==> config.mk <==
export PLATFORM = sky130hd
export DESIGN_NAME = thm_div
export DESIGN_NICKNAME = d
export VERILOG_FILES = /design/src/rtl/core/thm_pkg.sv /design/src/rtl/core/thm_div.sv
export SDC_FILE = /design/constraint.sdc
export NUM_CORES = 2
export LEC_CHECK = 0
export BUFFER_PORTS_ARGS = -buffer_cell sky130_fd_sc_hd__buf_4
export CAP_MARGIN = 10
export CORE_ASPECT_RATIO = 1.25
export CORE_MARGIN = 2
export CORE_UTILIZATION = 63
export DETAILED_ROUTE_END_ITERATION = 8
export PLACE_DENSITY_LB_ADDON = 0.2
export SYNTH_ARGS = -nofsm -noshare
export SYNTH_HDL_FRONTEND = slang
export SYNTH_SLANG_ARGS = --single-unit
==> constraint.sdc <==
create_clock -name clk -period 4.7 [get_ports clk]
set_input_delay 0.94 -clock clk [delete_from_list [all_inputs] [get_ports clk]]
set_output_delay 0.94 -clock clk [all_outputs]
set_load 0.01 [all_outputs]
==> src/rtl/core/thm_pkg.sv <==
`timescale 1ns / 1ps
// ----------------------------------------------------------------------------
// thm_pkg
// Shared types, register indexes and fixed-point constants of the
// thermistor frame to temperature pipeline.
// ----------------------------------------------------------------------------
package thm_pkg;

  // Result classification carried with every beat
  typedef enum logic [1:0] {
    ST_VALID    = 2'd0,
    ST_LOW      = 2'd1,
    ST_DETACHED = 2'd2
  } status_t;

  // Side band that travels with the data through every stage
  typedef struct packed {
    logic        vld;
    status_t     st;
    logic [14:0] code;
  } meta_t;

  // Configuration register file as seen by the datapath
  typedef struct packed {
    logic [31:0] coeff_a;
    logic [31:0] coeff_b;
    logic [31:0] coeff_c;
    logic [15:0] ref_ohm;
    logic [15:0] thr_ohm;
  } cfg_t;

  // Register indexes
  localparam logic [2:0] CFG_COEFF_A = 3'd0;
  localparam logic [2:0] CFG_COEFF_B = 3'd1;
  localparam logic [2:0] CFG_COEFF_C = 3'd2;
  localparam logic [2:0] CFG_REF_OHM = 3'd3;
  localparam logic [2:0] CFG_THR_OHM = 3'd4;

  // Register reset values
  localparam logic [31:0] RST_COEFF_A = 32'd1334911865;
  localparam logic [31:0] RST_COEFF_B = 32'd258545046;
  localparam logic [31:0] RST_COEFF_C = 32'd100075;
  localparam logic [15:0] RST_REF_OHM = 16'd10000;
  localparam logic [15:0] RST_THR_OHM = 16'd100;

  // Status byte checks
  localparam logic [7:0] STAT_PATTERN = 8'h0D;
  localparam int         STAT_BAD_BIT = 7;

  // Fixed-point formats
  localparam int LOG_FRAC_BITS = 30;           // fraction bits of log2 R
  localparam int LN_BITS       = 30;           // ln R, Q4.26 (value < 12)
  localparam int D_BITS        = 45;           // Steinhart-Hart denominator
  localparam int QUO_BITS      = 17;           // quotient bits kept
  localparam logic [29:0] LN2_Q30 = 30'd744261118;
  // floor(100 * 2^40 / 2^17): a denominator at or below this overflows
  localparam logic [44:0] DIV_REM0 = 45'd838860800;
  localparam logic [16:0] KELVIN_CENTI = 17'd27315;
  localparam logic [15:0] TEMP_MAX = 16'hFFFF;

  // Stage counts of the pipeline parts
  localparam int FRONT_LAT = 3;
  localparam int LOG_LAT   = LOG_FRAC_BITS + 1;
  localparam int POLY_LAT  = 4;
  localparam int DIV_LAT   = QUO_BITS + 2;

endpackage

==> src/rtl/core/thm_div.sv <==
`timescale 1ns / 1ps
// ----------------------------------------------------------------------------
// thm_div
// Restoring divider for 100 * 2^40 / D, one quotient bit per stage, then
// the Kelvin offset, clamping and the fault codes.
// ----------------------------------------------------------------------------
module thm_div (
  input  logic                        clk,
  input  logic                        rst,
  input  thm_pkg::meta_t              in_meta,
  input  logic [thm_pkg::D_BITS-1:0]  in_d,
  output logic                        out_vld,
  output logic [15:0]                 out_temp,
  output logic [1:0]                  out_status,
  output logic [14:0]                 out_code
);

  localparam int NQ = thm_pkg::QUO_BITS;
  localparam int DW = thm_pkg::D_BITS;

  thm_pkg::meta_t dv_meta [NQ+1];
  logic [DW-1:0]  dv_d    [NQ+1];
  logic [DW-1:0]  dv_rem  [NQ+1];
  logic [NQ-1:0]  dv_q    [NQ+1];
  logic           dv_ovf  [NQ+1];
  logic [16:0]    q_fin;
  logic [15:0]    temp_next;

  // Stage 0: overflow check; the high numerator bits seed the remainder
  always_ff @(posedge clk) begin
    if (rst) begin
      dv_meta[0].vld <= 1'b0;
    end else begin
      dv_meta[0].vld <= in_meta.vld;
    end
    dv_meta[0].st   <= in_meta.st;
    dv_meta[0].code <= in_meta.code;
    dv_d[0]         <= in_d;
    dv_rem[0]       <= thm_pkg::DIV_REM0;
    dv_q[0]         <= '0;
    dv_ovf[0]       <= (in_d <= thm_pkg::DIV_REM0);
  end

  // One quotient bit per stage; the numerator below bit 17 is all zero
  for (genvar g = 0; g < NQ; g++) begin : g_div
    logic [DW:0] rem2;
    logic        ge;
    assign rem2 = {dv_rem[g], 1'b0};
    assign ge   = (rem2 >= {1'b0, dv_d[g]});
    always_ff @(posedge clk) begin
      if (rst) begin
        dv_meta[g+1].vld <= 1'b0;
      end else begin
        dv_meta[g+1].vld <= dv_meta[g].vld;
      end
      dv_meta[g+1].st   <= dv_meta[g].st;
      dv_meta[g+1].code <= dv_meta[g].code;
      dv_d[g+1]         <= dv_d[g];
      dv_rem[g+1]       <= ge ? DW'(rem2 - {1'b0, dv_d[g]}) : DW'(rem2);
      dv_q[g+1]         <= {dv_q[g][NQ-2:0], ge};
      dv_ovf[g+1]       <= dv_ovf[g];
    end
  end

  assign q_fin = 17'(dv_q[NQ]);

  // Offset to Celsius, clamp, and substitute fault codes
  always_comb begin
    case (dv_meta[NQ].st)
      thm_pkg::ST_DETACHED: temp_next = 16'd1;
      thm_pkg::ST_LOW:      temp_next = 16'd0;
      default: begin
        if (dv_ovf[NQ]) begin
          temp_next = thm_pkg::TEMP_MAX;
        end else if (q_fin < thm_pkg::KELVIN_CENTI) begin
          temp_next = 16'd0;
        end else if ((q_fin - thm_pkg::KELVIN_CENTI) > 17'(thm_pkg::TEMP_MAX)) begin
          temp_next = thm_pkg::TEMP_MAX;
        end else begin
          temp_next = 16'(q_fin - thm_pkg::KELVIN_CENTI);
        end
      end
    endcase
  end

  // Output register
  always_ff @(posedge clk) begin
    if (rst) begin
      out_vld <= 1'b0;
    end else begin
      out_vld <= dv_meta[NQ].vld;
    end
    out_temp   <= temp_next;
    out_status <= 2'(dv_meta[NQ].st);
    out_code   <= dv_meta[NQ].code;
  end

endmodule

---- Yosys cells after proc, flatten, opt, wreduce, memory -nomap -nowiden ----
Memories as Yosys holds them, arrays and structs flattened.
Cells that the tools add are included.
word-level totals
  register bits after elaboration ......... 34
  memory bits (writable) .................. 2,268
  word-level logic and storage cells ...... 109
  memories ................................ 5
memories
  memory   depth  bits a word  read ports  clocked after Yosys merged registers in  write ports  RTL line       source
  dv_d     18     45           17          0                                        18           thm_div.sv:22  logic [DW-1:0] dv_d [NQ+1];
  dv_rem   18     45           17          0                                        18           thm_div.sv:23  logic [DW-1:0] dv_rem [NQ+1];
  dv_meta  18     18           18          0                                        18           thm_div.sv:21  thm_pkg::meta_t dv_meta [NQ+1];
  dv_q     18     17           18          0                                        18           thm_div.sv:24  logic [NQ-1:0] dv_q [NQ+1];
  dv_ovf   18     1            18          0                                        18           thm_div.sv:25  logic dv_ovf [NQ+1];
operators by class
  add/subtract/negate cells ............... 18
  $lt $le $gt $ge ......................... 20
  eq/ne operators ......................... 2
  muxes and demuxes ....................... 42
  bitwise logic cells ..................... 18
operators by type and width
  cell                      count
  $ge A46 B45 Y1            17
  $mux W45                  17
  $sub A45 B45 Y45          17
  $mux W16                  3
  $le A45 B30 Y1 const B    1
  $pmux W16 S2              1
  $mux W1                   21
  $or A1 B1 Y1              18
  $gt A17 B16 Y1 const B    1
  $lt A17 B15 Y1 const B    1
  $sub A17 B15 Y17 const B  1
  $eq A2 B1 Y1 const B      1
  $eq A2 B2 Y1 const B      1

---- Logic depth before layout (Yosys ltp) ----
An unclocked memory read counts as a cell.
  depth after elaboration ................. 7
  mapped depth ............................ 16

---- Least setup slack after synthesis ----
Ideal clock, no wire load.
  path type ............................... reg2reg
  start point ............................. memory dv_d[15][2] (netlist name)
  end point ............................... memory dv_rem[16][10] (netlist name)
  arrival ................................. 3,436 ps
  slack ................................... 1,141 ps
  cell stages (with the launch flop) ...... 15
  clock period less this slack ............ 3,559 ps
  cell sequence ........................... dfxtp_1 inv_1 ha_1 nor2b_1 o31a_1 o311a_1 a211o_1 a31oi_4 o31a_1 o211ai_1 and3_1 a21o_1 o21ai_4 buf_6 mux2_1
RTL lines
  element          RTL line
  start, declared  thm_div.sv:22
  end, declared    thm_div.sv:23

==> reports/results.ini <==
[floorplan]
start_util_pct=63.6
die_h_um=423
io_pins=99
die-area_mm2=0.144
coreArea_mm2=0.139
num_rows=153
fp.dieW_um=339

[sta]
fin_hold_ws_ns=0.210
setup_viol=0
period_share_pct=94.9
slew_headroom_pct=27.6
clock-skew-final_ns=0.0325
fmax_ghz=0.224
rsz0062_at_grt=no
fin_crit_ns=4.46
slew_violations=0
worst_pin_slew_ns=1.08
setup_slack_ns=0.240
setup_tns_ns=0
hold_viol_final=0

[synthesis]
synth_top_family_by_area=compound AO/OA/AOI/OAI gates
synth-simple-area-share_pct=11.0
ys_async_sr_fraction_pct=0
synth_ff_type=dfxtp_1
muxShareOfSynthArea_pct=4.44
ys_seq_area_share_pct=45.5
syn_area_mm2=0.0886
yosys.area.top_type=dfxtp_1
synth_xor_area_share_pct=6.18
yosys.area.top_type_share_pct=45.5
ys_seq_elements=2014
synthAdderAreaFrac_pct=10.6
yosys.cell_types.count=90
synth-edff-count=0
synth-compound-area-share_pct=17.4
synthTopCellsByArea=dfxtp_1 46%, ha_1 10%, a21oi_1 4.1%
netlist_instances=9351
synth_warnings=0
syn_avg_cell_area_um2=9.47

[layout]
nets=10300
mostFrequentLayoutCells=2,014 x dfxtp_1, 897 x inv_1, 726 x a21oi_1
layout-drive-gt1-share_pct=9.23
nFillCells=10500
areaGrowthSynthToFinish_pct=11.0
layout_commonest_cell=dfxtp_1

[global_routing]
grt_overflow_total=0
antenna_found_initial=3
grtUsageTotal_pct=30.3
grt_max_degree=90
grt_pass1_wl_mm=348
grt_pass1_vias=68400

[drt]
routed_wl_mm=222
drc=2
drtAntennaViolNets=0
first_pass_iters=8
drt_iter0_drc=3467
via_per_inst=5.75
routedWlPerCell_um=19.2
vias=66300

[run_status]
status=complete, but fails checks
violations=DRC

[cts]
clk-insertion-delay-late_ns=0.83
numCtsBuffers=189
numClockSinks=2014
cts_buffer_depth=3
path_clk_slew_ns=0.07
cts_max_level=4
cts_root_buf=clkbuf_16
cts_tree=built

[pwr]
clkPwrFrac_pct=21.1
power_frac_seq_pct=31.6
peakVddDrop_mv=0.407
p_sw_share_pct=38.5
p_leak_nw=45.6
p_comb_share_pct=47.3
p_per_area_mw_per_mm2=761
switchingPower_mw=28.8
finalPower_mw=74.8
intPower_mw=46.0

[hold_path]
hold_path_depth=1
min_path_type=input port to register

[job]
max-cap-violations=0

[place]
pre_cts_slack_ns=-0.0834
io_buffer_count=98
gp_congestion=0.999
dpl.hpwl_mm=172

[worst_setup_path]
r2r_cells=15
crit_fanout=69
crit_type=register to register
required_ns=5.41
startpoint_type=register
endpoint_kind=register
critPathArrivalTime_ns=5.17

critical path, stage by stage (launching register included):
cell     delay (ns)
dfxtp_1        0.43
inv_1          0.07
ha_1           0.38
nor2b_1        0.19
o31ai_1        0.41
a21oi_1        0.21
nor3_1         0.30
nor2_1         0.08
buf_4          0.17
a311o_1        0.46
a32oi_1        0.29
buf_4          0.19
a21oi_1        0.12
o21ai_4        0.28
buf_12         0.27
mux2_2         0.38
synthesized netlist by cell type (14+ instances only):
master,number
o211ai_1,27
nor2b_1,127
xnor2_1,342
dfxtp_1,2014
o21a_1,120
mux2_1,39
nand2b_1,97
and2_1,42
fa_1,15
a2111oi_0,16
o21ai_0,599
and3_1,91
o31ai_1,49
buf_2,49
a41oi_1,16
o31a_1,27
mux2_2,296
inv_1,897
nand4_1,130
a221o_1,18
nor2_1,429
nor3_1,113
and4_1,18
a21oi_1,727
ha_1,723
or2_2,31
nand3_1,170
a31oi_1,85
or3_1,22
a211oi_1,68
a21boi_0,28
nor4_1,42
a21o_1,372
xor2_1,283
mux2i_1,16
o21bai_1,87
clkbuf_1,175
a211o_1,24
nand2_1,683
nand3b_1,14
path summary, 6_finish.rpt:
path	slack, ns	end	start
min	0.21	dv_meta[0][7]	in_meta[7]
max reg2reg	0.24	dv_rem[5][12]	dv_d[4][2]
min reg2reg	0.32	dv_meta[5][11]	dv_meta[4][29]
max	0.24	dv_rem[5][12]	dv_d[4][2]
power groups by stage:
stage | clock network, mW | registers, mW | logic [mW]
after floorplan | 0 | 23.0 | 26.5
after detailed placement | 0 | 23.9 | 34.5
after CTS | 16.1 | 23.6 | 34.9
final | 15.8 | 23.7 | 35.4
after global placement | 0 | 23.9 | 33.8
after global routing | 16.8 | 24.0 | 38.8
sequential cells by signal (all words and copies together), names as in the netlist:
| signal | flops |
|---|---|
| dv_d | 765 |
| dv_rem | 720 |
| dv_meta | 324 |
| dv_q | 153 |
| dv_ovf | 18 |
| out_temp | 16 |
| out_code | 15 |
| out_status | 2 |
| out_vld | 1 |
per-layer routing:
layer | track usage (%) | wire, um
met1 | 26.7 | 74300
met2 | 61.1 | 122000
met3 | 3.17 | 6530
met4 | 24.1 | 19000
met5 | 0 | 0
per-stage QoR:
step / cell area [um^2] / utilization [%] / instances
after floorplan: 88600 / - / 9357
after global placement: 91700 / 65.8 / 11200
after detailed placement: 91700 / 65.8 / 11200
after CTS: 98200 / 70.5 / 11500
after global routing: 98300 / 70.6 / 11500
final: 98300 / 70.6 / 11500
logic make-up (layout without fill, tap and decap cells):
family                   Yosys count  count (layout)
AND/OR/NAND/NOR                 2038            2038
XOR/XNOR                         625             625
multiplexers                     351             351
adder cells (fa/ha/maj)          738             738
AO/OA/AOI/OAI                   2447            2447
flip-flops                      2014            2014
other                              1              16
buffers and inverters           1137            1439
repair_timing:
| action | CTS | global route |
|---|---|---|
| hold buffers | 0 | 0 |
| setup endpoints to repair | 42 | 55 |
| pin swaps | 0 | 1 |
| resized for setup | 1 | 3 |
| setup buffers | 0 | 4 |
final cells by class:
cell class	instances	area, um^2	area share [%]
Multi-Input combinational cell	6206	44000	44.8
Sequential cell	2014	40300	41.0
Clock buffer	251	5320	5.41
Inverter	900	3380	3.44
Tap cell	1860	2330	2.37
Timing Repair Buffer	195	1660	1.69
Clock inverter	93	1260	1.28
Antenna cell	9	22.5	0.0229
(Power assumes the default switching activity.)
