**config.mk**
```make
export PLATFORM = sky130hd
export DESIGN_NAME = thm_front
export DESIGN_NICKNAME = d
export VERILOG_FILES = /design/src/rtl/core/thm_pkg.sv /design/src/rtl/core/thm_front.sv
export SDC_FILE = /design/constraint.sdc
export NUM_CORES = 1
export LEC_CHECK = 0
export ABC_CLOCK_PERIOD_IN_PS = 9300
export BUFFER_PORTS_ARGS = -buffer_cell sky130_fd_sc_hd__buf_2
export CORE_MARGIN = 8
export CORE_UTILIZATION = 25
export DETAILED_ROUTE_END_ITERATION = 10
export PLACE_DENSITY = 0.5
export SYNTH_ARGS = -nofsm -noshare
export SYNTH_HDL_FRONTEND = slang
export SYNTH_SLANG_ARGS = --single-unit
```
**constraint.sdc**
```tcl
create_clock -name clk -period 9.3 [get_ports clk]
set_input_delay 0.93 -clock clk [delete_from_list [all_inputs] [get_ports clk]]
set_output_delay 0.93 -clock clk [all_outputs]
set_load 0.01 [all_outputs]
```
**src/rtl/core/thm_pkg.sv**
```systemverilog
`timescale 1ns / 1ps
// ----------------------------------------------------------------------------
// thm_pkg
// Shared types, register indexes and fixed-point constants of the
// thermistor frame to temperature pipeline.
// ----------------------------------------------------------------------------
package thm_pkg;

  // Result classification carried with every beat
  typedef enum logic [1:0] {
    ST_VALID    = 2'd0,
    ST_LOW      = 2'd1,
    ST_DETACHED = 2'd2
  } status_t;

  // Side band that travels with the data through every stage
  typedef struct packed {
    logic        vld;
    status_t     st;
    logic [14:0] code;
  } meta_t;

  // Configuration register file as seen by the datapath
  typedef struct packed {
    logic [31:0] coeff_a;
    logic [31:0] coeff_b;
    logic [31:0] coeff_c;
    logic [15:0] ref_ohm;
    logic [15:0] thr_ohm;
  } cfg_t;

  // Register indexes
  localparam logic [2:0] CFG_COEFF_A = 3'd0;
  localparam logic [2:0] CFG_COEFF_B = 3'd1;
  localparam logic [2:0] CFG_COEFF_C = 3'd2;
  localparam logic [2:0] CFG_REF_OHM = 3'd3;
  localparam logic [2:0] CFG_THR_OHM = 3'd4;

  // Register reset values
  localparam logic [31:0] RST_COEFF_A = 32'd1334911865;
  localparam logic [31:0] RST_COEFF_B = 32'd258545046;
  localparam logic [31:0] RST_COEFF_C = 32'd100075;
  localparam logic [15:0] RST_REF_OHM = 16'd10000;
  localparam logic [15:0] RST_THR_OHM = 16'd100;

  // Status byte checks
  localparam logic [7:0] STAT_PATTERN = 8'h0D;
  localparam int         STAT_BAD_BIT = 7;

  // Fixed-point formats
  localparam int LOG_FRAC_BITS = 30;           // fraction bits of log2 R
  localparam int LN_BITS       = 30;           // ln R, Q4.26 (value < 12)
  localparam int D_BITS        = 45;           // Steinhart-Hart denominator
  localparam int QUO_BITS      = 17;           // quotient bits kept
  localparam logic [29:0] LN2_Q30 = 30'd744261118;
  // floor(100 * 2^40 / 2^17): a denominator at or below this overflows
  localparam logic [44:0] DIV_REM0 = 45'd838860800;
  localparam logic [16:0] KELVIN_CENTI = 17'd27315;
  localparam logic [15:0] TEMP_MAX = 16'hFFFF;

  // Stage counts of the pipeline parts
  localparam int FRONT_LAT = 3;
  localparam int LOG_LAT   = LOG_FRAC_BITS + 1;
  localparam int POLY_LAT  = 4;
  localparam int DIV_LAT   = QUO_BITS + 2;

endpackage

```
**src/rtl/core/thm_front.sv**
```systemverilog
`timescale 1ns / 1ps
// ----------------------------------------------------------------------------
// thm_front
// Captures a frame, scales the code to ohms, classifies faults and
// normalizes the resistance for the logarithm.
// ----------------------------------------------------------------------------
module thm_front #(
  parameter int ADC_CODE_BITS = 15
) (
  input  logic                clk,
  input  logic                rst,
  input  logic                take,
  input  logic [23:0]         frame,
  input  thm_pkg::cfg_t       cfg,
  output thm_pkg::meta_t      meta,
  output logic [31:0]         mant,
  output logic [3:0]          expo
);

  localparam logic [31:0] FULL = (32'd1 << ADC_CODE_BITS) - 32'd1;

  logic [ADC_CODE_BITS-1:0] code;
  thm_pkg::meta_t s1_meta, s2_meta;
  logic [31:0]    s1_prod;
  logic [15:0]    s2_r;
  logic [15:0]    r_next;
  thm_pkg::status_t st_next;
  logic [3:0]     n_next;

  assign code = frame[8 +: ADC_CODE_BITS];

  // Stage 1: capture and multiply code by the reference
  always_ff @(posedge clk) begin
    if (rst) begin
      s1_meta.vld <= 1'b0;
    end else begin
      s1_meta.vld <= take;
    end
    s1_meta.st   <= (frame[7:0] == thm_pkg::STAT_PATTERN) ? thm_pkg::ST_VALID
                                                          : thm_pkg::ST_DETACHED;
    s1_meta.code <= 15'(code);
    s1_prod      <= 32'(code) * 32'(cfg.ref_ohm);
  end

  // Divide by 2^N - 1: fold high digits onto low ones, then one correction
  always_comb begin
    logic [31:0] s;
    logic [31:0] q;
    s = s1_prod;
    q = 32'd0;
    for (int i = 0; i < 4; i++) begin
      q = q + (s >> ADC_CODE_BITS);
      s = (s >> ADC_CODE_BITS) + (s & FULL);
    end
    if (s >= FULL) begin
      q = q + 32'd1;
    end
    r_next = q[15:0];
  end

  // Flag a short or zero resistance
  always_comb begin
    st_next = s1_meta.st;
    if (s1_meta.st == thm_pkg::ST_VALID &&
        (r_next < cfg.thr_ohm || r_next == 16'd0)) begin
      st_next = thm_pkg::ST_LOW;
    end
  end

  // Stage 2: resistance and class
  always_ff @(posedge clk) begin
    if (rst) begin
      s2_meta.vld <= 1'b0;
    end else begin
      s2_meta.vld <= s1_meta.vld;
    end
    s2_meta.st   <= st_next;
    s2_meta.code <= s1_meta.code;
    s2_r         <= r_next;
  end

  // Find the leading one of the resistance
  always_comb begin
    n_next = 4'd0;
    for (int i = 0; i < 16; i++) begin
      if (s2_r[i]) begin
        n_next = 4'(i);
      end
    end
  end

  // Stage 3: exponent and Q1.31 mantissa
  always_ff @(posedge clk) begin
    if (rst) begin
      meta.vld <= 1'b0;
    end else begin
      meta.vld <= s2_meta.vld;
    end
    meta.st   <= s2_meta.st;
    meta.code <= s2_meta.code;
    expo      <= n_next;
    mant      <= {s2_r, 16'h0000} << (4'd15 - n_next);
  end

endmodule

```
Yosys cells after proc, flatten, opt, wreduce, memory -nomap -nowiden

Cells that the tools add are included.

ROM bits: 0
Register bits after elaboration: 137
Word-level logic and storage cells: 48
Bits of input ports: 155
Output and inout port bits: 54
Memories kept: 0
RAM bits: 0
Latch bits: 0

Divide/modulo/power cells: 0
Mux-type cells: 17
Bitwise gates (word level): 0
Reduce and logical (&&, ||, !) cells: 4
$mul: 1
Eq/ne operators: 1
Shift-type cells: 1
Add/sub/neg operators: 9
Magnitude comparators: 2

Operators with widths:

| operator                                                                               | count |
|---|---|
| 1-bit by 15-bit adder with 16-bit output                                               | 2 |
| 16-bit by 1-bit adder with 16-bit output                                               | 2 |
| 4-bit two-way mux                                                                      | 8 |
| 32-bit by 4-bit left shift with 32-bit output                                          | 1 |
| 15-bit by 16-bit multiplier with 31-bit output                                         | 1 |
| 16-bit by 15-bit adder with 17-bit output                                              | 1 |
| 16-bit by 1-bit adder with 16-bit output (second input constant)                       | 1 |
| 16-bit by 2-bit adder with 16-bit output                                               | 1 |
| 2-bit by 15-bit adder with 16-bit output                                               | 1 |
| 16-bit by 15-bit greater-or-equal comparator with 1-bit output (second input constant) | 1 |
| 16-bit logical NOT                                                                     | 1 |
| 16-bit less-than comparator                                                            | 1 |
| 16-bit two-way mux                                                                     | 1 |
| 3-bit two-way mux                                                                      | 4 |
| 8-bit by 4-bit == test with 1-bit output (second input constant)                       | 1 |
| 2-bit two-way mux                                                                      | 3 |
| 4-bit subtractor (first input constant)                                                | 1 |
| 2-bit logical NOT                                                                      | 1 |
| 1-bit logical AND                                                                      | 1 |
| 1-bit logical OR                                                                       | 1 |
| 1-bit two-way mux                                                                      | 1 |

Longest topological paths before layout

Gate-level depths: netlist of run 1.

Word-level depth: 17
Mapped depth: 47
Depth with buffers taken out: 46

Worst setup path after synthesis of run 1

Ideal clock, no wire load.

Path type: reg2reg
Start: register s1_prod[15]
End: register s2_meta[15] (netlist name)
Setup slack: -0.375 ns
Buffers on the path: 1
Arrival time: 9.549 ns
Cell stages (with the launch flop): 48
Library setup time: 0.126 ns
Data required time: 9.174 ns
Cell sequence: dfxtp_1 > ha_1 > inv_1 > fa_1 > nand2b_4 > a21oi_2 > o41ai_4 > a211oi_1 > o21ai_0 > a21oi_1 > o21a_1 > o21a_1 > ha_1 > a21o_1 > nand2_1 > a311oi_1 > nand3_1 > or4_4 > [... 12 more ...] > nor2_1 > xor2_1 > inv_1 > nor2_1 > nand2_1 > or2_2 > or3_1 > or4_4 > buf_6 > nor2_1 > xnor2_1 > ha_1 > nand4_1 > nor2_1 > and4_1 > o31ai_1 > nand4_1 > o41ai_2

Cells in the longest elaborated chain, start to end: 9
Elaborated cells on any way between the ends: 14
Those cells by class: 8 x add/sub; 2 x order compare; 1 x mux; 3 x reduce/logical

RTL lines:

| element                                                                                                                    | line                             | text |
|---|---|---|
| start: declaration                                                                                                         | thm_front.sv:24                  | `logic [31:0] s1_prod;` |
| start signal: assignment                                                                                                   | thm_front.sv:42                  | `s1_prod <= 32'(code) * 32'(cfg.ref_ohm);` |
| 16-bit by 15-bit adder with 17-bit output                                                                                  | thm_front.sv:53                  | `s = (s >> ADC_CODE_BITS) + (s & FULL);` |
| 16-bit by 2-bit adder with 16-bit output or 2-bit by 15-bit adder with 16-bit output (tied branches)                       | thm_front.sv:52, thm_front.sv:53 |  |
| 16-bit by 1-bit adder with 16-bit output or 1-bit by 15-bit adder with 16-bit output (tied branches) (2 in series)         | thm_front.sv:52, thm_front.sv:53 |  |
| 16-bit by 1-bit adder with 16-bit output or 16-bit by 15-bit greater-or-equal comparator with 1-bit output (tied branches) | thm_front.sv:56, thm_front.sv:55 |  |
| 16-bit two-way mux (*)                                                                                                     | thm_front.sv:55                  | `if (s >= FULL) begin` |
| via r_next[15]                                                                                                             | thm_front.sv:26                  | `logic [15:0] r_next;` |
| 16-bit less-than comparator or 16-bit logical NOT (tied branches)                                                          | thm_front.sv:65                  | `(r_next < cfg.thr_ohm \|\| r_next == 16'd0)) begin` |
| 1-bit logical OR (*)                                                                                                       | thm_front.sv:65                  |  |
| 1-bit logical AND (*)                                                                                                      | thm_front.sv:64                  | `if (s1_meta.st == thm_pkg::ST_VALID &&` |
| end: declaration                                                                                                           | thm_front.sv:23                  | `thm_pkg::meta_t s1_meta, s2_meta;` |

Mark *: on every way through the listed nets, which the timed path passes. The rest lies on a longest branch.
A chain may end at the register's enable or synchronous reset.

Worst setup path in the final report of run 1

Start: register s1_prod[18]
End: register s2_meta[15] (netlist name)

Same word-level chain as after synthesis.

==> impl_summary.log, run 1 <==
[metrics] leakage dissipation: 0.00791 µW
[metrics] gpl congestion: 0.775
[metrics] post-synthesis compound-gate area fraction: 10.1%
[metrics] CTS buffer count: 17
[metrics] Slew Limit Headroom: 20.6%
[metrics] wire length of the first global-routing pass: 59000 µm
[metrics] count of pins on the block boundary: 209
[metrics] non-filler cells in the finished layout: 2456
[metrics] max-slew violation count: 0
[metrics] number of global-route vias before repair: 11553
[metrics] half-perimeter wire length after placement: 29300 µm
[metrics] Avg WL per Cell: 14.5 µm
[metrics] cell area after synthesis: 14000 µm²
[metrics] fraction of synthesized cell area in xor and xnor cells: 5.08%
[metrics] maximum cell stage delay along the critical path: 0.58 ns
[metrics] final setup skew: 0.0142 ns
[metrics] synthesized flop and latch total: 120
[metrics] cell area power density: 430 nW/µm²
[metrics] worst voltage drop across the vdd grid: 0.000266 V
[metrics] number of clock sinks: 120
[metrics] most common flop cell mapped by yosys: dfxtp_1
[metrics] Startpoint Class: flop
[metrics] effective utilization at floorplan: 25.3%
[metrics] initial antenna violation count: 0
[metrics] Hold WC Path Type: reg -> reg
[metrics] core box area: 55300 µm²
[metrics] remaining antenna violation count: 0
[metrics] die outline area: 63900 µm²
[metrics] status: finished, final reports clean
[metrics] transition time at the pin with the least slew margin: 1.19 ns
[metrics] Cell Rows: 86
[metrics] Critical-path top delay cell: or4_4
[metrics] clock-pin slew reported for the worst setup and hold paths after clock tree synthesis: 0.07 ns
[metrics] Max FO, Critical Path: 4
[metrics] Setup Viol. Count Final: 0
[metrics] fraction of final layout cells with drive strength greater than 1: 18.5%
[metrics] Unique masters post-synth: 90
[metrics] final net count: 2172
[metrics] number of vias in the routed layout: 10835
[metrics] top library cells by usage in the layout, fill and taps aside: 207 x inv_1, 181 x fa_1, 175 x nand2_1
[metrics] cell at the root of the clock tree: clkbuf_16
[metrics] violation count after the first detailed-route iteration: 443
[metrics] final worst path period need: 9.16 ns
[metrics] proportion of synthesized chip area in sequential cells: 17.1%
[metrics] dominant combinational cell family by area after synthesis: adder cells
[metrics] critical path data arrival time: 9.48 ns
[metrics] Filler Cell Count: 5919
[metrics] area overhead of the layout relative to synthesis: 20.3%
[metrics] width of the die: 253 µm
[metrics] fraction of the cycle the final worst path needs: 98.4%
[metrics] cell count after placement: 2411
[metrics] post-synthesis mux area share: 2.31%
[metrics] Req. time, crit path: 9.62 ns
[metrics] TritonCTS clock tree: built
[metrics] timing-limited maximum frequency: 109 MHz
[metrics] Routed WL: 35600 µm
[metrics] First-pass DRT Iterations: 4
[metrics] average cell area after synthesis: 9.16 µm²
[metrics] count of flip-flops with a built-in enable after synthesis: 0
[metrics] setup repair after global routing missed its margin: yes
[metrics] n_diodes: 0
[metrics] final routed DRC violation total: 0
[metrics] global route total overflow: 0
[metrics] max-capacitance violation count: 0
[metrics] count of synthesis-stage warnings from yosys: 0
[metrics] number of buffers added on ports: 95
[metrics] share of async-settable or async-resettable flops after synthesis: 0%
[metrics] Overall Global Routing Usage: 11.4%
[metrics] Total Negative Setup Slacks: 0 ns
[metrics] drt via density: 4.41
[metrics] critical path type: reg -> reg
[metrics] largest net degree at the start of global routing: 18
[metrics] minimum hold slack: 0.322 ns
[metrics] Longest Clk Path Bufs: 2
[metrics] most common library cell in the layout ignoring fill and taps: inv_1
[metrics] H-tree levels: 4
[metrics] endpoint class of the critical path: flop
[metrics] Simple-Gate Fraction of Synth Area: 19.1%
[metrics] adder-cell share of the synthesized area: 38.4%
[metrics] vertical extent of the die: 253 µm
[metrics] number of failing hold endpoints at the final stage: 0
[metrics] gate count after technology mapping: 1530
[metrics] Skew-Pair Late Insertion Delay: 0.46 ns
-- what timing repair did --
| action | in CTS | in global routing |
|---|---|---|
| gates resized for setup | 10 | 47 |
| setup buffers | 3 | 12 |
| pin swaps | 7 | 44 |
| hold buffers | 0 | 0 |
| setup endpoints to repair | 1 | 1 |
-- cells by family after synthesis --
family | Yosys count
AOI/OAI and AO/OA | 191
adders and majority gates | 320
muxes | 32
DFF | 120
other | 1
buffers and inverters | 272
xor gates and xnor gates | 78
and+or+nand+nor | 516
-- cell type report --
cell class	instances	area, µm²	share of cell area, %
Clock buffer	19	433	2.57
Inverter	210	788	4.68
Clock inverter	11	174	1.03
Timing Repair Buffer	195	1230	7.30
Multi-Input combinational cell	1153	10900	64.5
Tap cell	748	936	5.55
Sequential cell	120	2410	14.3
-- power by group --
group	internal [µW]	switching [µW]	leakage, µW
Sequential	735	128	0.00101
Clock	445	252	0.000286
Combinational	2600	3090	0.00662
-- sequential cells by signal, summed over array words and instances, names as in the netlist --
register and cells:
s2_meta 18, s1_prod 31, expo 4, meta 18
s2_r 16, mant 16, s1_meta 17
-- metal layers --
metal / global-route usage (%) / wire length (µm) / up-vias
li1: - / - / 5293
met1: 14.2 / 16800 / 5352
met2: 19.7 / 17100 / 166
met3: 2.53 / 1280 / 24
met4: 3.22 / 424 / 0
met5: 0 / 0 / -
-- critical path: cells and delay by family, from the launching register on --
kind / cells / cell delay, ns
AOI/OAI and AO/OA: 14 / 2.46
xor gates and xnor gates: 2 / 0.22
adders and majority gates: 7 / 2.12
buffers and inverters: 1 / 0.08
DFF: 1 / 0.35
and+or+nand+nor: 20 / 3.77
-- stage by stage --
step	instance area, µm²	worst slack [ns]	power (µW)	util, %
finish	16800	0.145	7250	30.5
global route	16800	-0.323	8070	30.5
CTS	16500	0.00698	7190	29.9
detailed placement	15900	-0.169	6410	28.7
global placement	15900	-0.0919	6340	28.7
floorplan	14100	0.00672	4950	-
-- path summary, 6_finish.rpt --
path | from | end | slack, ns | cells after the start
worst min-delay path | s1_meta[8] | s2_meta[8] | 0.32 | 0
worst max-delay path | s1_prod[18] | s2_meta[15] | 0.14 | 44
worst max register to register | s1_prod[18] | s2_meta[15] | 0.14 | 44
worst min register to register | s1_meta[8] | s2_meta[8] | 0.32 | 0
-- synth_stat cells (all sizes together), types with 12 or more instances --
| master | instances | area share [%] |
|---|---|---|
| nand2 | 177 | 4.7 |
| nor3 | 35 | 1.3 |
| buf | 20 | 1.0 |
| clkbuf | 42 | 1.1 |
| fa | 184 | 26 |
| nand3 | 23 | 0.82 |
| a21oi | 51 | 1.8 |
| dfxtp | 120 | 17 |
| ha | 136 | 12 |
| xnor2 | 54 | 3.5 |
| o21ai | 37 | 1.5 |
| a21o | 16 | 0.86 |
| xor2 | 23 | 1.4 |
| nor2 | 61 | 1.7 |
| nor4 | 12 | 0.58 |
| nor2b | 24 | 1.1 |
| inv | 209 | 5.6 |
| mux2i | 29 | 2.1 |
| and2 | 110 | 4.9 |
(Power assumes the default switching activity.)
==> run 2, diff against run 1 <==
- ABC_CLOCK_PERIOD_IN_PS: 9300 -> 8300
- clock period: 9.3 -> 8.3 ns (I/O delays scaled with it)
==> impl_summary.log, run 2 (same netlist as run 1, synthesis figures left out) <==
[metrics] Req. time, crit path: 8.63 ns
[metrics] Skew-Pair Late Insertion Delay: 0.45 ns
[metrics] Total Negative Setup Slacks: -0.605 ns
[metrics] Crit path max-delay family: simple AND/OR/NAND/NOR gates
[metrics] Hold WC Path Type: reg -> reg
[metrics] First-pass DRT Iterations: 5
[metrics] drt via density: 4.37
[metrics] final worst-path setup slack: -0.605 ns
[metrics] flip-flop count of the largest register after layout: 31
[metrics] Max FO, Critical Path: 3
[metrics] Setup Viol. Count Final: 1
[metrics] cell area power density: 492 nW/µm²
[metrics] Overall Global Routing Usage: 11.6%
[metrics] Avg WL per Cell: 14.3 µm
[metrics] clock-pin slew reported for the worst setup and hold paths after clock tree synthesis: 0.06 ns
[metrics] critical path data arrival time: 9.24 ns
[metrics] TritonCTS clock tree: built
[metrics] final routed DRC violation total: 0
[metrics] area overhead of the layout relative to synthesis: 23.6%
[metrics] Placed Instance Area: 16300 µm²
[metrics] final worst path period need: 8.91 ns
[metrics] switching portion of total power: 47.6%
[metrics] final design utilization: 31.3%
[metrics] violation count after the first detailed-route iteration: 418
[metrics] timing-limited maximum frequency: 112 MHz
[metrics] fraction of final layout cells with drive strength greater than 1: 21.1%
[metrics] endpoint class of the critical path: flop
[metrics] number of clock sinks: 120
[metrics] final setup skew: 0.00684 ns
[metrics] Routed WL: 36300 µm
[metrics] top library cells by usage in the layout, fill and taps aside: 208 x inv_1, 181 x fa_1, 174 x nand2_1
[metrics] count of pins on the block boundary: 209
[metrics] max-capacitance violation count: 0
[metrics] internal portion of total power: 4460 µW
[metrics] sequential share of power: 11.1%
[metrics] Filler Cell Count: 5891
[metrics] maximum cell stage delay along the critical path: 0.53 ns
[metrics] max-slew violation count: 0
[metrics] remaining antenna violation count: 0
[metrics] initial antenna violation count: 0
[metrics] largest net degree at the start of global routing: 18
[metrics] status: finished, violations left
[metrics] Critical-path top delay cell: or4_4
[metrics] half-perimeter wire length after placement: 30200 µm
[metrics] setup repair after global routing missed its margin: yes
[metrics] effective utilization at floorplan: 25.3%
[metrics] Logic pwr share: 79.7%
[metrics] Longest Clk Path Bufs: 2
[metrics] CTS buffer count: 17
[metrics] number of failing hold endpoints at the final stage: 0
[metrics] vertical extent of the die: 253 µm
[metrics] global route total overflow: 0
[metrics] cell at the root of the clock tree: clkbuf_16
[metrics] die outline area: 63900 µm²
[metrics] number of buffers added on ports: 95
[metrics] leakage dissipation: 0.00826 µW
[metrics] final net count: 2245
[metrics] wire length of the first global-routing pass: 60200 µm
[metrics] n_diodes: 0
[metrics] violations in the final reports: setup timing
[metrics] total net switching power: 4050 µW
[metrics] worst voltage drop across the vdd grid: 0.000259 V
[metrics] width of the die: 253 µm
[metrics] worst path bufs/invs: 1
[metrics] registers with the highest flip-flop counts: s1_prod: 31 flops, meta: 18 flops, s2_meta: 18 flops
[metrics] critical path type: reg -> reg
[metrics] top register by number of flip-flops: s1_prod
[metrics] gpl congestion: 0.801
[metrics] Clock power frac: 9.2%
[metrics] total design power: 8510 µW
[metrics] minimum hold slack: 0.321 ns
[metrics] Slew Limit Headroom: 19.3%
[metrics] most common library cell in the layout ignoring fill and taps: inv_1
[metrics] core box area: 55300 µm²
[metrics] fraction of the cycle the final worst path needs: 107%
[metrics] Startpoint Class: flop
[metrics] cell mode on critical path: a21o_1
[metrics] H-tree levels: 4
[metrics] number of global-route vias before repair: 11893
[metrics] Non-Filler Cell Area, Final: 17300 µm²
[metrics] Cell Rows: 86
[metrics] number of vias in the routed layout: 11066
[metrics] transition time at the pin with the least slew margin: 1.21 ns
run 2: cell count changes in the layout (fill, tap and decap cells not counted), moves of 3 or more:
cell     delta
buf_4      +74
dfxtp_1     +5
dfxtp_2     -4
ha_1        +6
ha_4        -4
xnor2_1     +3
run 2: path summary, 6_finish.rpt:
| kind | from | to | slack, ns | depth (start not counted) |
|---|---|---|---|---|
| hold / removal | s1_meta[8] | s2_meta[8] | 0.32 | 0 |
| hold reg to reg | s1_meta[8] | s2_meta[8] | 0.32 | 0 |
| setup / recovery | s1_prod[5] | s2_meta[15] | -0.61 | 42 |
| setup reg to reg | s1_prod[5] | s2_meta[15] | -0.61 | 42 |
run 2: area by class of cell:
class / instances / area [µm²] / area share (%)
clock buffer: 20 / 457 / 2.64
clock inverter: 12 / 163 / 0.939
inverter: 210 / 788 / 4.55
multi-input combinational: 1153 / 10800 / 62.3
sequential: 120 / 2400 / 13.9
tap: 748 / 936 / 5.40
timing repair buffer: 268 / 1770 / 10.2
run 2: timing repair:
item	CTS	global route
setup endpoints to repair	1	6
resized for setup	12	14
setup buffers	23	7
endpoints found under the hold margin	0	0
hold buffers	0	0
pin swaps	18	23
run 2: worst register-to-register path, delay by kind of cell, from the launching register on:
family / cells / cell delay (ns)
xor gates and xnor gates: 4 / 0.53
buffers and inverters: 1 / 0.09
and+or+nand+nor: 17 / 3.63
DFF: 1 / 0.30
AOI/OAI and AO/OA: 13 / 2.17
adders and majority gates: 7 / 2.09
run 2: routing by layer:
metal,GRT usage (%),up-vias,wire [µm]
li1,-,5460,-
met1,14.4,5413,16500
met2,20.1,155,17700
met3,2.17,38,1240
met4,3.65,0,762
met5,0,-,0
run 2: power groups by stage:
stage / sequential [µW] / combinational (µW) / clock [µW]
floorplan: 948 / 4610 / 0
global placement: 955 / 6540 / 0
detailed placement: 958 / 6630 / 0
CTS: 948 / 6750 / 817
global route: 964 / 7640 / 839
finish: 945 / 6780 / 784
run 2: through the flow:
stage	setup slack [ns]	std cells
after floorplan	-0.851	1545
after global placement	-0.704	2469
after CTS	-0.726	2524
after global routing	-1.07	2531
final	-0.605	2531
after detailed placement	-0.929	2469
==> run 3, diff against run 2 <==
- CORE_MARGIN: 8 -> unset
- CTS_CLUSTER_SIZE: unset -> 20
- SKIP_CTS_REPAIR_TIMING: unset -> 1
==> impl_summary.log, run 3 (same netlist as run 1, synthesis figures left out) <==
[metrics] worst hold path depth: 0
[metrics] Placed Instance Area: 16300 µm²
[metrics] Setup Viol. Count Final: 1
[metrics] final routed DRC violation total: 0
[metrics] final worst-path setup slack: -0.758 ns
[metrics] non-filler cells in the finished layout: 2510
[metrics] wire length of the first global-routing pass: 59700 µm
[metrics] Filler Cell Count: 5823
[metrics] number of vias in the routed layout: 10934
[metrics] Cell Rows: 86
[metrics] initial antenna violation count: 0
[metrics] Avg WL per Cell: 14.0 µm
[metrics] Slew Limit Headroom: 20.4%
[metrics] Req. time, crit path: 8.65 ns
[metrics] minimum hold slack: 0.322 ns
[metrics] violation count after the first detailed-route iteration: 431
[metrics] worst setup slack after placement: -0.891 ns
[metrics] Startpoint Class: flop
[metrics] clock-pin slew reported for the worst setup and hold paths after clock tree synthesis: 0.07 ns
[metrics] Hold WC Path Type: reg -> reg
[metrics] First-pass DRT Iterations: 6
[metrics] top library cells by usage in the layout, fill and taps aside: 208 x inv_1, 181 x fa_1, 175 x nand2_1
[metrics] transition time at the pin with the least slew margin: 1.19 ns
[metrics] Worst R2R Path Depth: 42
[metrics] flip-flop count of the largest register after layout: 31
[metrics] width of the die: 239 µm
[metrics] cell mode on critical path: xnor2_2
[metrics] final setup skew: 0.0114 ns
[metrics] critical path data arrival time: 9.41 ns
[metrics] worst voltage drop across the vdd grid: 0.000265 V
[metrics] maximum cell stage delay along the critical path: 0.57 ns
[metrics] largest net degree at the start of global routing: 18
[metrics] gpl congestion: 0.818
[metrics] n_diodes: 0
[metrics] cell count after placement: 2468
[metrics] global route total overflow: 0
[metrics] cell at the root of the clock tree: clkbuf_16
[metrics] number of clock sinks: 120
[metrics] number of global-route vias before repair: 11763
[metrics] vertical extent of the die: 239 µm
[metrics] Skew-Pair Late Insertion Delay: 0.47 ns
[metrics] timing-limited maximum frequency: 110 MHz
[metrics] register-to-register setup slack: -0.76 ns
[metrics] violations in the final reports: setup timing
[metrics] half-perimeter wire length after placement: 29400 µm
[metrics] max-slew violation count: 0
[metrics] worst path bufs/invs: 1
[metrics] critical path depth in cells: 42
[metrics] count of pins on the block boundary: 209
[metrics] cell area power density: 490 nW/µm²
[metrics] fraction of the cycle the final worst path needs: 109%
[metrics] Max FO, Critical Path: 4
[metrics] total design power: 8400 µW
[metrics] most common library cell in the layout ignoring fill and taps: inv_1
[metrics] drt via density: 4.36
[metrics] Critical-path top delay cell: or4_4
[metrics] Longest Clk Path Bufs: 2
[metrics] number of failing hold endpoints at the final stage: 0
[metrics] effective utilization at floorplan: 25.4%
[metrics] die outline area: 57000 µm²
[metrics] fraction of final layout cells with drive strength greater than 1: 20.1%
[metrics] area overhead of the layout relative to synthesis: 22.3%
[metrics] remaining antenna violation count: 0
[metrics] top register by number of flip-flops: s1_prod
[metrics] max-capacitance violation count: 0
[metrics] Crit path max-delay family: simple AND/OR/NAND/NOR gates
[metrics] final worst path period need: 9.06 ns
[metrics] CTS buffer count: 17
[metrics] critical path type: reg -> reg
[metrics] TritonCTS clock tree: built
[metrics] number of buffers added on ports: 95
[metrics] H-tree levels: 4
[metrics] leakage dissipation: 0.00817 µW
[metrics] Overall Global Routing Usage: 13.3%
[metrics] status: finished, violations left
[metrics] endpoint class of the critical path: flop
[metrics] final net count: 2224
[metrics] core box area: 55200 µm²
[metrics] Routed WL: 35100 µm
[metrics] registers with the highest flip-flop counts: s1_prod: 31 flops, meta: 18 flops, s2_meta: 18 flops
[metrics] setup repair after global routing missed its margin: yes
[metrics] Non-Filler Cell Area, Final: 17100 µm²
run 3: layout make-up:
type / instances / area, µm² / share of cell area, %
Tap cell: 748 / 936 / 5.46
Multi-Input combinational cell: 1153 / 10800 / 62.9
Clock inverter: 13 / 158 / 0.920
Clock buffer: 19 / 453 / 2.64
Inverter: 210 / 788 / 4.60
Sequential cell: 120 / 2410 / 14.1
Timing Repair Buffer: 247 / 1620 / 9.46
run 3: routing by layer:
layer / GRT usage (%) / part of all wire (%)
met1: 16.7 / 47
met2: 22.6 / 47
met3: 2.84 / 3.5
met4: 4.02 / 1.8
met5: 0 / 0
run 3: final timing paths:
kind              startpoint     endpoint
hold / removal    s1_meta[5]   s2_meta[5]
setup / recovery  s1_prod[1]  s2_meta[15]
setup reg to reg  s1_prod[1]  s2_meta[15]
hold reg to reg   s1_meta[5]   s2_meta[5]
run 3: through the flow:
step	utilization [%]	setup TNS (ns)
CTS	30.7	-0.940
finish	31.0	-0.758
floorplan	-	-0.851
detailed placement	29.6	-0.891
global placement	29.6	-0.739
global route	31.0	-1.68
run 3: report_power, final:
group	internal, µW	switching [µW]	leakage, µW
registers	821	127	0.00101
clock network	466	324	0.000303
logic	3100	3560	0.00686
